[src/rtl/assert_macros.svh]
// Assertion macros shared by the allocator RTL.
// Included by modules that carry concurrent checks; no other dependencies.
`ifndef ASSERT_MACROS_SVH
`define ASSERT_MACROS_SVH
`ifndef SYNTHESIS
`define ASSERT_RST(name, clk, rst_n, prop) \
    name: assert property (@(posedge clk) disable iff (!rst_n) prop) \
        else $error("assertion failed");
`define ASSERT_ALWAYS(name, clk, prop) \
    name: assert property (@(posedge clk) prop) else $error("assertion failed");
`else
`define ASSERT_RST(name, clk, rst_n, prop)
`define ASSERT_ALWAYS(name, clk, prop)
`endif
`endif

[src/rtl/bba_pkg.sv]
`timescale 1ns / 1ps
// Shared types and constants of the bitmap block allocator.
// Used by every module of the block but bba_map; depends on nothing.
package bba_pkg;

    localparam int ADDR_W     = 32;
    localparam int SIZE_W     = 16;
    localparam int COUNT_W    = 7;
    localparam int IDX_OUT_W  = 6;
    localparam int CFG_IDX_W  = 2;
    localparam int CFG_DATA_W = 32;
    localparam int STEP_W     = 5;
    localparam int OUT_DATA_W = 40;

    localparam logic [STEP_W-1:0] DIV_LAST = 5'd31;

    localparam logic [CFG_IDX_W-1:0] CFG_BASE  = 2'd0;
    localparam logic [CFG_IDX_W-1:0] CFG_SIZE  = 2'd1;
    localparam logic [CFG_IDX_W-1:0] CFG_COUNT = 2'd2;

    localparam logic KIND_FREE = 1'b1;

    typedef enum logic [1:0] {
        ST_OK       = 2'd0,
        ST_FULL     = 2'd1,
        ST_RANGE    = 2'd2,
        ST_NOT_USED = 2'd3
    } t_status;

    typedef enum logic [1:0] {
        S_IDLE  = 2'd0,
        S_SCAN  = 2'd1,
        S_DIV   = 2'd2,
        S_CHECK = 2'd3
    } t_state;

    typedef enum logic [2:0] {
        OP_HOLD      = 3'd0,
        OP_LOAD_BASE = 3'd1,
        OP_OFFSET    = 3'd2,
        OP_ADD_SIZE  = 3'd3,
        OP_DIV       = 3'd4,
        OP_CMP_N     = 3'd5
    } t_op;

    typedef struct packed {
        t_op     op;
        logic    map_set;
        logic    map_clr;
        logic    out_load;
        logic    use_q;
        t_status out_status;
    } t_ctrl;

    typedef struct packed {
        logic scan_end;
        logic div_last;
        logic q_ge_n;
    } t_flags;

endpackage

[src/rtl/bba_map.sv]
`timescale 1ns / 1ps
// Used-bit map of the pool with one read and one set or clear per cycle.
// Depends only on the shared assertion macros.
`include "assert_macros.svh"
module bba_map #(
    parameter int BLOCKS = 64,
    localparam int IW = (BLOCKS > 1) ? $clog2(BLOCKS) : 1,
    localparam int MW = 2 ** IW
) (
    input  logic          i_clk,
    input  logic          i_rst_n,
    input  logic [IW-1:0] i_idx,
    input  logic          i_set,
    input  logic          i_clr,
    output logic          o_used
);

    logic [MW-1:0] r_map;
    logic [MW-1:0] n_map;

    always_comb begin
        n_map = r_map;
        if (i_set) begin
            n_map[i_idx] = 1'b1;
        end else if (i_clr) begin
            n_map[i_idx] = 1'b0;
        end
    end

    always_ff @(posedge i_clk) begin
        if (!i_rst_n) begin
            r_map <= '0;
        end else begin
            r_map <= n_map;
        end
    end

    assign o_used = r_map[i_idx];

    `ASSERT_RST(a_set_takes, i_clk, i_rst_n, i_set |=> r_map[$past(i_idx)])
    `ASSERT_RST(a_clr_takes, i_clk, i_rst_n, i_clr |=> !r_map[$past(i_idx)])

endmodule

[src/rtl/bba_dpath.sv]
`timescale 1ns / 1ps
// Configuration registers and the shared adder for the free offset, address
// stepping, the serial divider and the range compare. Depends on bba_pkg.
`include "assert_macros.svh"
module bba_dpath #(
    parameter int BLOCKS = 64,
    localparam int IW = (BLOCKS > 1) ? $clog2(BLOCKS) : 1,
    localparam int CW = $clog2(BLOCKS + 1)
) (
    input  logic                            i_clk,
    input  logic                            i_rst_n,
    input  logic                            i_cfg_we,
    input  logic [bba_pkg::CFG_IDX_W-1:0]   i_cfg_idx,
    input  logic [bba_pkg::CFG_DATA_W-1:0]  i_cfg_data,
    input  logic [bba_pkg::ADDR_W-1:0]      i_free_addr,
    input  bba_pkg::t_ctrl                  i_ctrl,
    output bba_pkg::t_flags                 o_flags,
    output logic [IW-1:0]                   o_map_idx,
    output logic [bba_pkg::ADDR_W-1:0]      o_res_addr,
    output logic [bba_pkg::IDX_OUT_W-1:0]   o_res_idx
);

    localparam logic [31:0] BLOCKS_W = 32'(BLOCKS);

    logic [bba_pkg::ADDR_W-1:0]  r_base;
    logic [bba_pkg::SIZE_W-1:0]  r_size;
    logic [bba_pkg::COUNT_W-1:0] r_count;
    logic [bba_pkg::ADDR_W-1:0]  r_acc;
    logic [bba_pkg::SIZE_W-1:0]  r_rem;
    logic [bba_pkg::STEP_W-1:0]  r_step;
    logic [CW-1:0]               r_idx;

    logic [bba_pkg::SIZE_W-1:0]  w_size;
    logic [31:0]                 w_count32;
    logic [CW-1:0]               w_n;
    logic [31:0]                 w_a;
    logic [31:0]                 w_b;
    logic                        w_cin;
    logic [32:0]                 w_sum;
    logic                        w_carry;
    logic [31:0]                 w_idx32;

    assign w_size    = (r_size == '0) ? 16'd1 : r_size;
    assign w_count32 = {25'd0, r_count};
    assign w_n       = (w_count32 > BLOCKS_W) ? BLOCKS_W[CW-1:0] : w_count32[CW-1:0];

    always_comb begin
        w_a   = '0;
        w_b   = '0;
        w_cin = 1'b0;
        unique case (i_ctrl.op)
            bba_pkg::OP_OFFSET: begin
                w_a   = i_free_addr;
                w_b   = ~r_base;
                w_cin = 1'b1;
            end
            bba_pkg::OP_ADD_SIZE: begin
                w_a = r_acc;
                w_b = {16'd0, w_size};
            end
            bba_pkg::OP_DIV: begin
                w_a   = {15'd0, r_rem, r_acc[31]};
                w_b   = ~{16'd0, w_size};
                w_cin = 1'b1;
            end
            bba_pkg::OP_CMP_N: begin
                w_a   = r_acc;
                w_b   = ~{{(32 - CW){1'b0}}, w_n};
                w_cin = 1'b1;
            end
            default: begin
                w_a   = '0;
                w_b   = '0;
                w_cin = 1'b0;
            end
        endcase
    end

    assign w_sum   = {1'b0, w_a} + {1'b0, w_b} + {32'd0, w_cin};
    assign w_carry = w_sum[32];

    always_ff @(posedge i_clk) begin
        if (!i_rst_n) begin
            r_base  <= '0;
            r_size  <= 16'd1;
            r_count <= 7'd64;
        end else if (i_cfg_we) begin
            unique case (i_cfg_idx)
                bba_pkg::CFG_BASE:  r_base  <= i_cfg_data;
                bba_pkg::CFG_SIZE:  r_size  <= i_cfg_data[bba_pkg::SIZE_W-1:0];
                bba_pkg::CFG_COUNT: r_count <= i_cfg_data[bba_pkg::COUNT_W-1:0];
                default: begin
                end
            endcase
        end
    end

    always_ff @(posedge i_clk) begin
        if (!i_rst_n) begin
            r_idx  <= '0;
            r_step <= '0;
        end else begin
            unique case (i_ctrl.op)
                bba_pkg::OP_LOAD_BASE: r_idx  <= '0;
                bba_pkg::OP_OFFSET:    r_step <= '0;
                bba_pkg::OP_ADD_SIZE:  r_idx  <= r_idx + 1'b1;
                bba_pkg::OP_DIV:       r_step <= r_step + 1'b1;
                default: begin
                end
            endcase
        end
    end

    always_ff @(posedge i_clk) begin
        unique case (i_ctrl.op)
            bba_pkg::OP_LOAD_BASE: r_acc <= r_base;
            bba_pkg::OP_OFFSET: begin
                r_acc <= w_sum[31:0];
                r_rem <= '0;
            end
            bba_pkg::OP_ADD_SIZE:  r_acc <= w_sum[31:0];
            bba_pkg::OP_DIV: begin
                r_acc <= {r_acc[30:0], w_carry};
                r_rem <= w_carry ? w_sum[15:0] : w_a[15:0];
            end
            default: begin
            end
        endcase
    end

    assign o_flags.scan_end = (r_idx >= w_n);
    assign o_flags.div_last = (r_step == bba_pkg::DIV_LAST);
    assign o_flags.q_ge_n   = w_carry;

    assign o_map_idx = i_ctrl.use_q ? r_acc[IW-1:0] : r_idx[IW-1:0];
    assign w_idx32   = {{(32 - CW){1'b0}}, r_idx};

    always_comb begin
        o_res_addr = '0;
        o_res_idx  = '0;
        if (i_ctrl.use_q) begin
            if (i_ctrl.out_status != bba_pkg::ST_RANGE) begin
                o_res_idx = r_acc[bba_pkg::IDX_OUT_W-1:0];
            end
        end else if (i_ctrl.out_status == bba_pkg::ST_OK) begin
            o_res_addr = r_acc;
            o_res_idx  = w_idx32[bba_pkg::IDX_OUT_W-1:0];
        end
    end

    `ASSERT_RST(a_rem_below_size, i_clk, i_rst_n,
        (i_ctrl.op == bba_pkg::OP_DIV) |=> (r_rem < w_size))

endmodule

[src/rtl/bba_ctrl.sv]
`timescale 1ns / 1ps
// Sequencer of the allocator: scan for allocate, divide and check for free.
// Depends on bba_pkg for the state, operation and control types.
`include "assert_macros.svh"
module bba_ctrl (
    input  logic            i_clk,
    input  logic            i_rst_n,
    input  logic            i_in_valid,
    input  logic            i_in_kind,
    input  logic            i_out_free,
    input  logic            i_bit_used,
    input  bba_pkg::t_flags i_flags,
    output logic            o_in_ready,
    output bba_pkg::t_ctrl  o_ctrl
);

    bba_pkg::t_state r_state;
    bba_pkg::t_state n_state;

    always_comb begin
        n_state = r_state;
        unique case (r_state)
            bba_pkg::S_IDLE: begin
                if (i_in_valid) begin
                    n_state = (i_in_kind == bba_pkg::KIND_FREE) ? bba_pkg::S_DIV
                                                                : bba_pkg::S_SCAN;
                end
            end
            bba_pkg::S_SCAN: begin
                if ((i_flags.scan_end || !i_bit_used) && i_out_free) begin
                    n_state = bba_pkg::S_IDLE;
                end
            end
            bba_pkg::S_DIV: begin
                if (i_flags.div_last) begin
                    n_state = bba_pkg::S_CHECK;
                end
            end
            bba_pkg::S_CHECK: begin
                if (i_out_free) begin
                    n_state = bba_pkg::S_IDLE;
                end
            end
            default: n_state = bba_pkg::S_IDLE;
        endcase
    end

    always_ff @(posedge i_clk) begin
        if (!i_rst_n) begin
            r_state <= bba_pkg::S_IDLE;
        end else begin
            r_state <= n_state;
        end
    end

    always_comb begin
        o_in_ready        = 1'b0;
        o_ctrl.op         = bba_pkg::OP_HOLD;
        o_ctrl.map_set    = 1'b0;
        o_ctrl.map_clr    = 1'b0;
        o_ctrl.out_load   = 1'b0;
        o_ctrl.use_q      = 1'b0;
        o_ctrl.out_status = bba_pkg::ST_OK;
        unique case (r_state)
            bba_pkg::S_IDLE: begin
                o_in_ready = 1'b1;
                if (i_in_valid) begin
                    o_ctrl.op = (i_in_kind == bba_pkg::KIND_FREE) ? bba_pkg::OP_OFFSET
                                                                  : bba_pkg::OP_LOAD_BASE;
                end
            end
            bba_pkg::S_SCAN: begin
                if (i_flags.scan_end) begin
                    o_ctrl.out_status = bba_pkg::ST_FULL;
                    o_ctrl.out_load   = i_out_free;
                end else if (!i_bit_used) begin
                    o_ctrl.out_load = i_out_free;
                    o_ctrl.map_set  = i_out_free;
                end else begin
                    o_ctrl.op = bba_pkg::OP_ADD_SIZE;
                end
            end
            bba_pkg::S_DIV: begin
                o_ctrl.op = bba_pkg::OP_DIV;
            end
            bba_pkg::S_CHECK: begin
                o_ctrl.op       = bba_pkg::OP_CMP_N;
                o_ctrl.use_q    = 1'b1;
                o_ctrl.out_load = i_out_free;
                if (i_flags.q_ge_n) begin
                    o_ctrl.out_status = bba_pkg::ST_RANGE;
                end else if (i_bit_used) begin
                    o_ctrl.map_clr = i_out_free;
                end else begin
                    o_ctrl.out_status = bba_pkg::ST_NOT_USED;
                end
            end
            default: begin
            end
        endcase
    end

    `ASSERT_RST(a_div_to_check, i_clk, i_rst_n,
        (r_state == bba_pkg::S_DIV && i_flags.div_last) |=> (r_state == bba_pkg::S_CHECK))

endmodule

[src/rtl/bitmap_block_allocator_unit.sv]
`timescale 1ns / 1ps
// Top level of the bitmap block allocator: stream channels, config port,
// result register. Depends on bba_pkg, bba_ctrl, bba_dpath and bba_map.
//
// Usage: a request arrives on the s_axis channel; tuser is the kind (0 allocate,
// 1 free) and tdata the address to free. Each request gives exactly one result
// transfer on m_axis holding status, block address and block index.
// Allocate scans the used map one block per cycle from block 0 and stops at the
// lowest free block, or with status full when no block of the pool is free.
// Free runs in order: the offset is formed at the accepting edge, 32 steps of
// the bit-serial divider share the single 32-bit adder, and a check state does
// the range check, the map update and the result register load.
// One request is in work at a time; s_axis_tready is high only while idle, so
// the next request is taken in the cycle after a result loads at the earliest.
// A finished result sits in the output register while the next request runs; a
// request that finishes while that register is still full holds until
// m_axis_tready takes the older result. Reset clears the used map (all blocks
// free) and sets base 0, block size 1 and block count 64. The user must write
// configuration only while no request is in work; the block does not check it.
module bitmap_block_allocator_unit #(
    parameter int BLOCKS = 64
) (
    input  logic                            i_clk,
    input  logic                            i_rst_n,
    input  logic                            i_cfg_we,
    input  logic [bba_pkg::CFG_IDX_W-1:0]   i_cfg_idx,
    input  logic [bba_pkg::CFG_DATA_W-1:0]  i_cfg_data,
    input  logic                            s_axis_tvalid,
    output logic                            s_axis_tready,
    // free_address [31:0]
    input  logic [bba_pkg::ADDR_W-1:0]      s_axis_tdata,
    // kind [0]
    input  logic                            s_axis_tuser,
    output logic                            m_axis_tvalid,
    input  logic                            m_axis_tready,
    // status [1:0], block_address [33:2], block_index [39:34]
    output logic [bba_pkg::OUT_DATA_W-1:0]  m_axis_tdata
);

    localparam int IW = (BLOCKS > 1) ? $clog2(BLOCKS) : 1;

    bba_pkg::t_ctrl                 w_ctrl;
    bba_pkg::t_flags                w_flags;
    logic [IW-1:0]                  w_map_idx;
    logic                           w_bit_used;
    logic [bba_pkg::ADDR_W-1:0]     w_res_addr;
    logic [bba_pkg::IDX_OUT_W-1:0]  w_res_idx;
    logic                           w_out_free;

    logic                           r_m_valid;
    bba_pkg::t_status               r_status;
    logic [bba_pkg::ADDR_W-1:0]     r_addr;
    logic [bba_pkg::IDX_OUT_W-1:0]  r_index;

    assign w_out_free = !r_m_valid || m_axis_tready;

    bba_ctrl u_ctrl (
        .i_clk      (i_clk),
        .i_rst_n    (i_rst_n),
        .i_in_valid (s_axis_tvalid),
        .i_in_kind  (s_axis_tuser),
        .i_out_free (w_out_free),
        .i_bit_used (w_bit_used),
        .i_flags    (w_flags),
        .o_in_ready (s_axis_tready),
        .o_ctrl     (w_ctrl)
    );

    bba_dpath #(
        .BLOCKS (BLOCKS)
    ) u_dpath (
        .i_clk       (i_clk),
        .i_rst_n     (i_rst_n),
        .i_cfg_we    (i_cfg_we),
        .i_cfg_idx   (i_cfg_idx),
        .i_cfg_data  (i_cfg_data),
        .i_free_addr (s_axis_tdata),
        .i_ctrl      (w_ctrl),
        .o_flags     (w_flags),
        .o_map_idx   (w_map_idx),
        .o_res_addr  (w_res_addr),
        .o_res_idx   (w_res_idx)
    );

    bba_map #(
        .BLOCKS (BLOCKS)
    ) u_map (
        .i_clk   (i_clk),
        .i_rst_n (i_rst_n),
        .i_idx   (w_map_idx),
        .i_set   (w_ctrl.map_set),
        .i_clr   (w_ctrl.map_clr),
        .o_used  (w_bit_used)
    );

    always_ff @(posedge i_clk) begin
        if (!i_rst_n) begin
            r_m_valid <= 1'b0;
        end else if (w_ctrl.out_load) begin
            r_m_valid <= 1'b1;
        end else if (m_axis_tready) begin
            r_m_valid <= 1'b0;
        end
    end

    always_ff @(posedge i_clk) begin
        if (w_ctrl.out_load) begin
            r_status <= w_ctrl.out_status;
            r_addr   <= w_res_addr;
            r_index  <= w_res_idx;
        end
    end

    assign m_axis_tvalid = r_m_valid;
    assign m_axis_tdata  = {r_index, r_addr, r_status};

    `ASSERT_RST(a_busy_after_accept, i_clk, i_rst_n,
        (s_axis_tvalid && s_axis_tready) |=> !s_axis_tready)
    `ASSERT_RST(a_addr_only_ok, i_clk, i_rst_n,
        (r_m_valid && r_status != bba_pkg::ST_OK) |-> (r_addr == '0))

endmodule

[config.mk]
export PLATFORM = sky130hd
export DESIGN_NAME = bitmap_block_allocator_unit
export DESIGN_NICKNAME = d
export VERILOG_FILES = /design/src/rtl/bba_pkg.sv /design/src/rtl/bba_map.sv /design/src/rtl/bba_dpath.sv /design/src/rtl/bba_ctrl.sv /design/src/rtl/bitmap_block_allocator_unit.sv
export VERILOG_INCLUDE_DIRS = /design/src /design/src/rtl
export SDC_FILE = /design/constraint.sdc
export NUM_CORES = 1
export LEC_CHECK = 0
export CORE_UTILIZATION = 50
export CTS_CLUSTER_SIZE = 24
export DETAILED_ROUTE_END_ITERATION = 10
export DONT_BUFFER_PORTS = 1
export SYNTH_ARGS = -nofsm -noshare
export SYNTH_HDL_FRONTEND = slang
export SYNTH_SLANG_ARGS = --single-unit
export TNS_END_PERCENT = 1
[constraint.sdc]
create_clock -name i_clk -period 13.02 [get_ports i_clk]
set_input_delay 0.651 -clock i_clk [delete_from_list [all_inputs] [get_ports i_clk]]
set_output_delay 0.651 -clock i_clk [all_outputs]
set_load 0.01 [all_outputs]
==> flow_summary.yaml <==
status:
  status: "finished, final reports clean"
clocking:
  clock_latency_ns: 0.53
  cts_tree: "yes"
  path_clk_slew_ns: 0.06
  post_cts_buffers: 0
  numCtsBuffers: 26
  clkSinkCount: 222
  h-tree-depth: 1
  cts-root-buf: "clkbuf_16"
  clock_path_buffers: 3
  cts_hold_repair.buffers: 0
  cts-resized-gates: 0
floorplanning:
  die_y_um: 160
  die_w_um: 160
  die_area_sq_mm: 0.0257
  initial_core_util_pct: 51.3
  io_pins: 114
  core_area_sq_mm: 0.0245
  rows: 57
yosys:
  ys.flop_type: "dfxtp_1"
  synth.most_common_cell: "nand2_1"
  async_reset_ff_share_pct: 0
  syn_nets: 1527
  ys_warn_count: 0
  syn_inst: 1412
  seq_area_frac_synth_pct: 42.5
  synth_common_cells: "nand2_1 (202), a21oi_1 (150), dfxtp_1 (134)"
  syn_area_sq_mm: 0.0125
  syn_avg_cell_area_sq_um: 8.88
  synth_edf_count: 88
  synth_area_leaders: "dfxtp_1 (21%), edfxtp_1 (21%), nand2_1 (6.0%)"
  ys_types: 76
  synthDominantCellAreaShare_pct: 21.4
  yosys.area.top_type: "dfxtp_1"
  yosys_register_bits: 222
finish:
  layout.nets: 1472
  insertedDiodeCount: 0
  synthToLayoutAreaGrowth_pct: 7.86
  drive_gt1_share_pct: 6.39
  fillCellCount: 2235
global_route:
  grt_pass1_vias: 10278
  track_usage_pct: 29.3
  grt_max_degree: 79
  grt_pass1_wl_mm: 59.6
  antenna_found_initial: 1
  overflow: 0
sta:
  maxSlewViolCount: 0
  clock_skew_ns: 0.0143
  tns_ns: 0
  finalSetupViolCount: 0
  maxSlewHeadroom_pct: 25.1
  hold_slack_ns: 0.193
  rsz0062_at_grt: "false"
  period_needed_ns: 9.46
  period_share_pct: 72.6
  tightest_slew_ns: 1.09
  fmax_ghz: 0.106
  hold_viol: 0
worst_setup_path:
  rrSetupSlack_ns: 3.56
  slowest_stage: "dfxtp_1"
  crit_family: "compound AO/OA/AOI/OAI gates"
  crit_buf_inv: 3
  slowest_delay_ns: 0.95
  end_kind: "flip-flop"
  worst-r2r-cell-count: 24
  path_cells: "buf_4 > and2_1 > mux2i_4 > mux2_1 > a2111oi_0 > o211ai_1 > nor4_2 > a21o_1 > nand2_1 > buf_4 > a222oi_1 > fa_1 > inv_1 > fa_1 > a211oi_1 > o21bai_1 > a21oi_1 > a211oi_1 > nor3_1 > a21oi_1 > a21o_1 > or4_4 > o311ai_1 > o21ai_1"
  critPathLaunchType: "flip-flop"
  path_max_fanout: 64
  arrival_ns: 9.85
  r2r-start: "u_ctrl.r_state[1]"
  critical_path_class: "reg -> reg"
  required_ns: 13.41
pwr:
  ir_worst_vdd_uv: 112
  intPower_mw: 1.33
  clockPowerShare_pct: 41.5
  switching_share_pct: 27.2
  pwr-share-seq_pct: 44.6
  leakagePower_nw: 4.89
  switchingPower_uw: 497
  power_frac_comb_pct: 13.9
  cellPowerDensity_mw_per_mm2: 135
route:
  vias: 10943
  drc: 0
  ant_nets: 0
  avgRoutedWirePerCell_um: 22.3
  drt_wl_total_mm: 37.9
  first_pass_iters: 6
  first_iter_violations: 1064
  drt-vias-per-instance: 6.43
worst_hold_path:
  hp-class: "in -> reg"
  min_from: "i_rst_n"
  min_delay_path_depth: 1
  hold_end: "u_dpath.r_count[6]"
place:
  place_congestion: 0.895
  portBuffers: 0
  dp.final_hpwl_mm: 25.5
job:
  drv_cap: 0
how the worst max path moves through the flow:
stage / endpoint / from / slack [ns] / cells after the start
6_report: flip-flop / u_ctrl.r_state[1] / 3.56 / 24
5_1_grt: flip-flop / u_ctrl.r_state[1] / 2.85 / 24
4_1_cts: flip-flop / u_ctrl.r_state[1] / 3.68 / 24
3_5_place_dp: flip-flop / u_ctrl.r_state[1] / 3.74 / 24
3_3_place_gp: flip-flop / u_ctrl.r_state[1] / 4.06 / 24
2_1_floorplan: flip-flop / u_ctrl.r_state[0] / 6.83 / 27
metal layers:
metal  GRT usage (%)  vias to the layer above  part of all wire, %
li1                -                     5197                    -
met1            42.3                     5233                   46
met2            44.6                      455                   44
met3            6.22                       56                  8.7
met4            7.06                        2                  2.0
met5               0                        -                0.037
per-stage QoR:
| step | setup WS (ns) | instance area, sq um | utilization, % | instances | power, mW |
|---|---|---|---|---|---|
| 4_1_cts | 3.68 | 13500 | 55.3 | 1701 | 1.83 |
| 3_3_place_gp | 4.06 | 12600 | 51.6 | 1653 | 1.08 |
| 6_report | 3.56 | 13500 | 55.3 | 1701 | 1.83 |
| 3_5_place_dp | 3.74 | 12600 | 51.6 | 1653 | 1.08 |
| 2_1_floorplan | 6.83 | 12500 | - | 1412 | 1.00 |
| 5_1_grt | 2.85 | 13500 | 55.3 | 1701 | 1.89 |
cells by family after synthesis:
family,count (synthesis),share of synthesized area [%]
XOR/XNOR,28,1.96
AND/OR/NAND/NOR,434,16.2
flip-flops,222,42.5
multiplexers,31,2.63
buffers and inverters,133,4.85
AO/OA/AOI/OAI,521,27.5
adder cells (fa/ha/maj),43,4.41
placed cells by master (no fill, tap or decap), types with 16 or more instances in the layout:
cell type  instances
o311ai_1          47
nor2_1            64
mux2i_1           24
o21ai_0           55
a222oi_1          18
edfxtp_1          88
buf_4             20
nand2_1          202
xnor2_1           16
inv_1             29
dfxtp_1          133
and2_1            35
ha_1              41
a22o_1            21
clkbuf_16         28
a22oi_1           37
a21oi_1          150
o21ai_1           66
o311ai_0          17
nand3_1           43
power groups by stage:
stage               sequential (mW)  combinational, mW  clock [mW]
finish                        0.814              0.254       0.758
global route                  0.817              0.279       0.796
CTS                           0.813              0.251       0.769
detailed placement            0.828              0.250           0
global placement              0.827              0.248           0
floorplan                     0.806              0.198           0
final cells by class:
type | instances | area (sq um) | area share (%)
timing repair buffer | 20 | 150 | 1.11
sequential | 222 | 5330 | 39.4
clock buffer | 44 | 821 | 6.07
multi-input combinational | 1057 | 6640 | 49.1
inverter | 30 | 113 | 0.832
tap | 324 | 405 | 3.00
clock inverter | 4 | 76.3 | 0.564
Note: power is estimated with default switching activity, not from simulation.
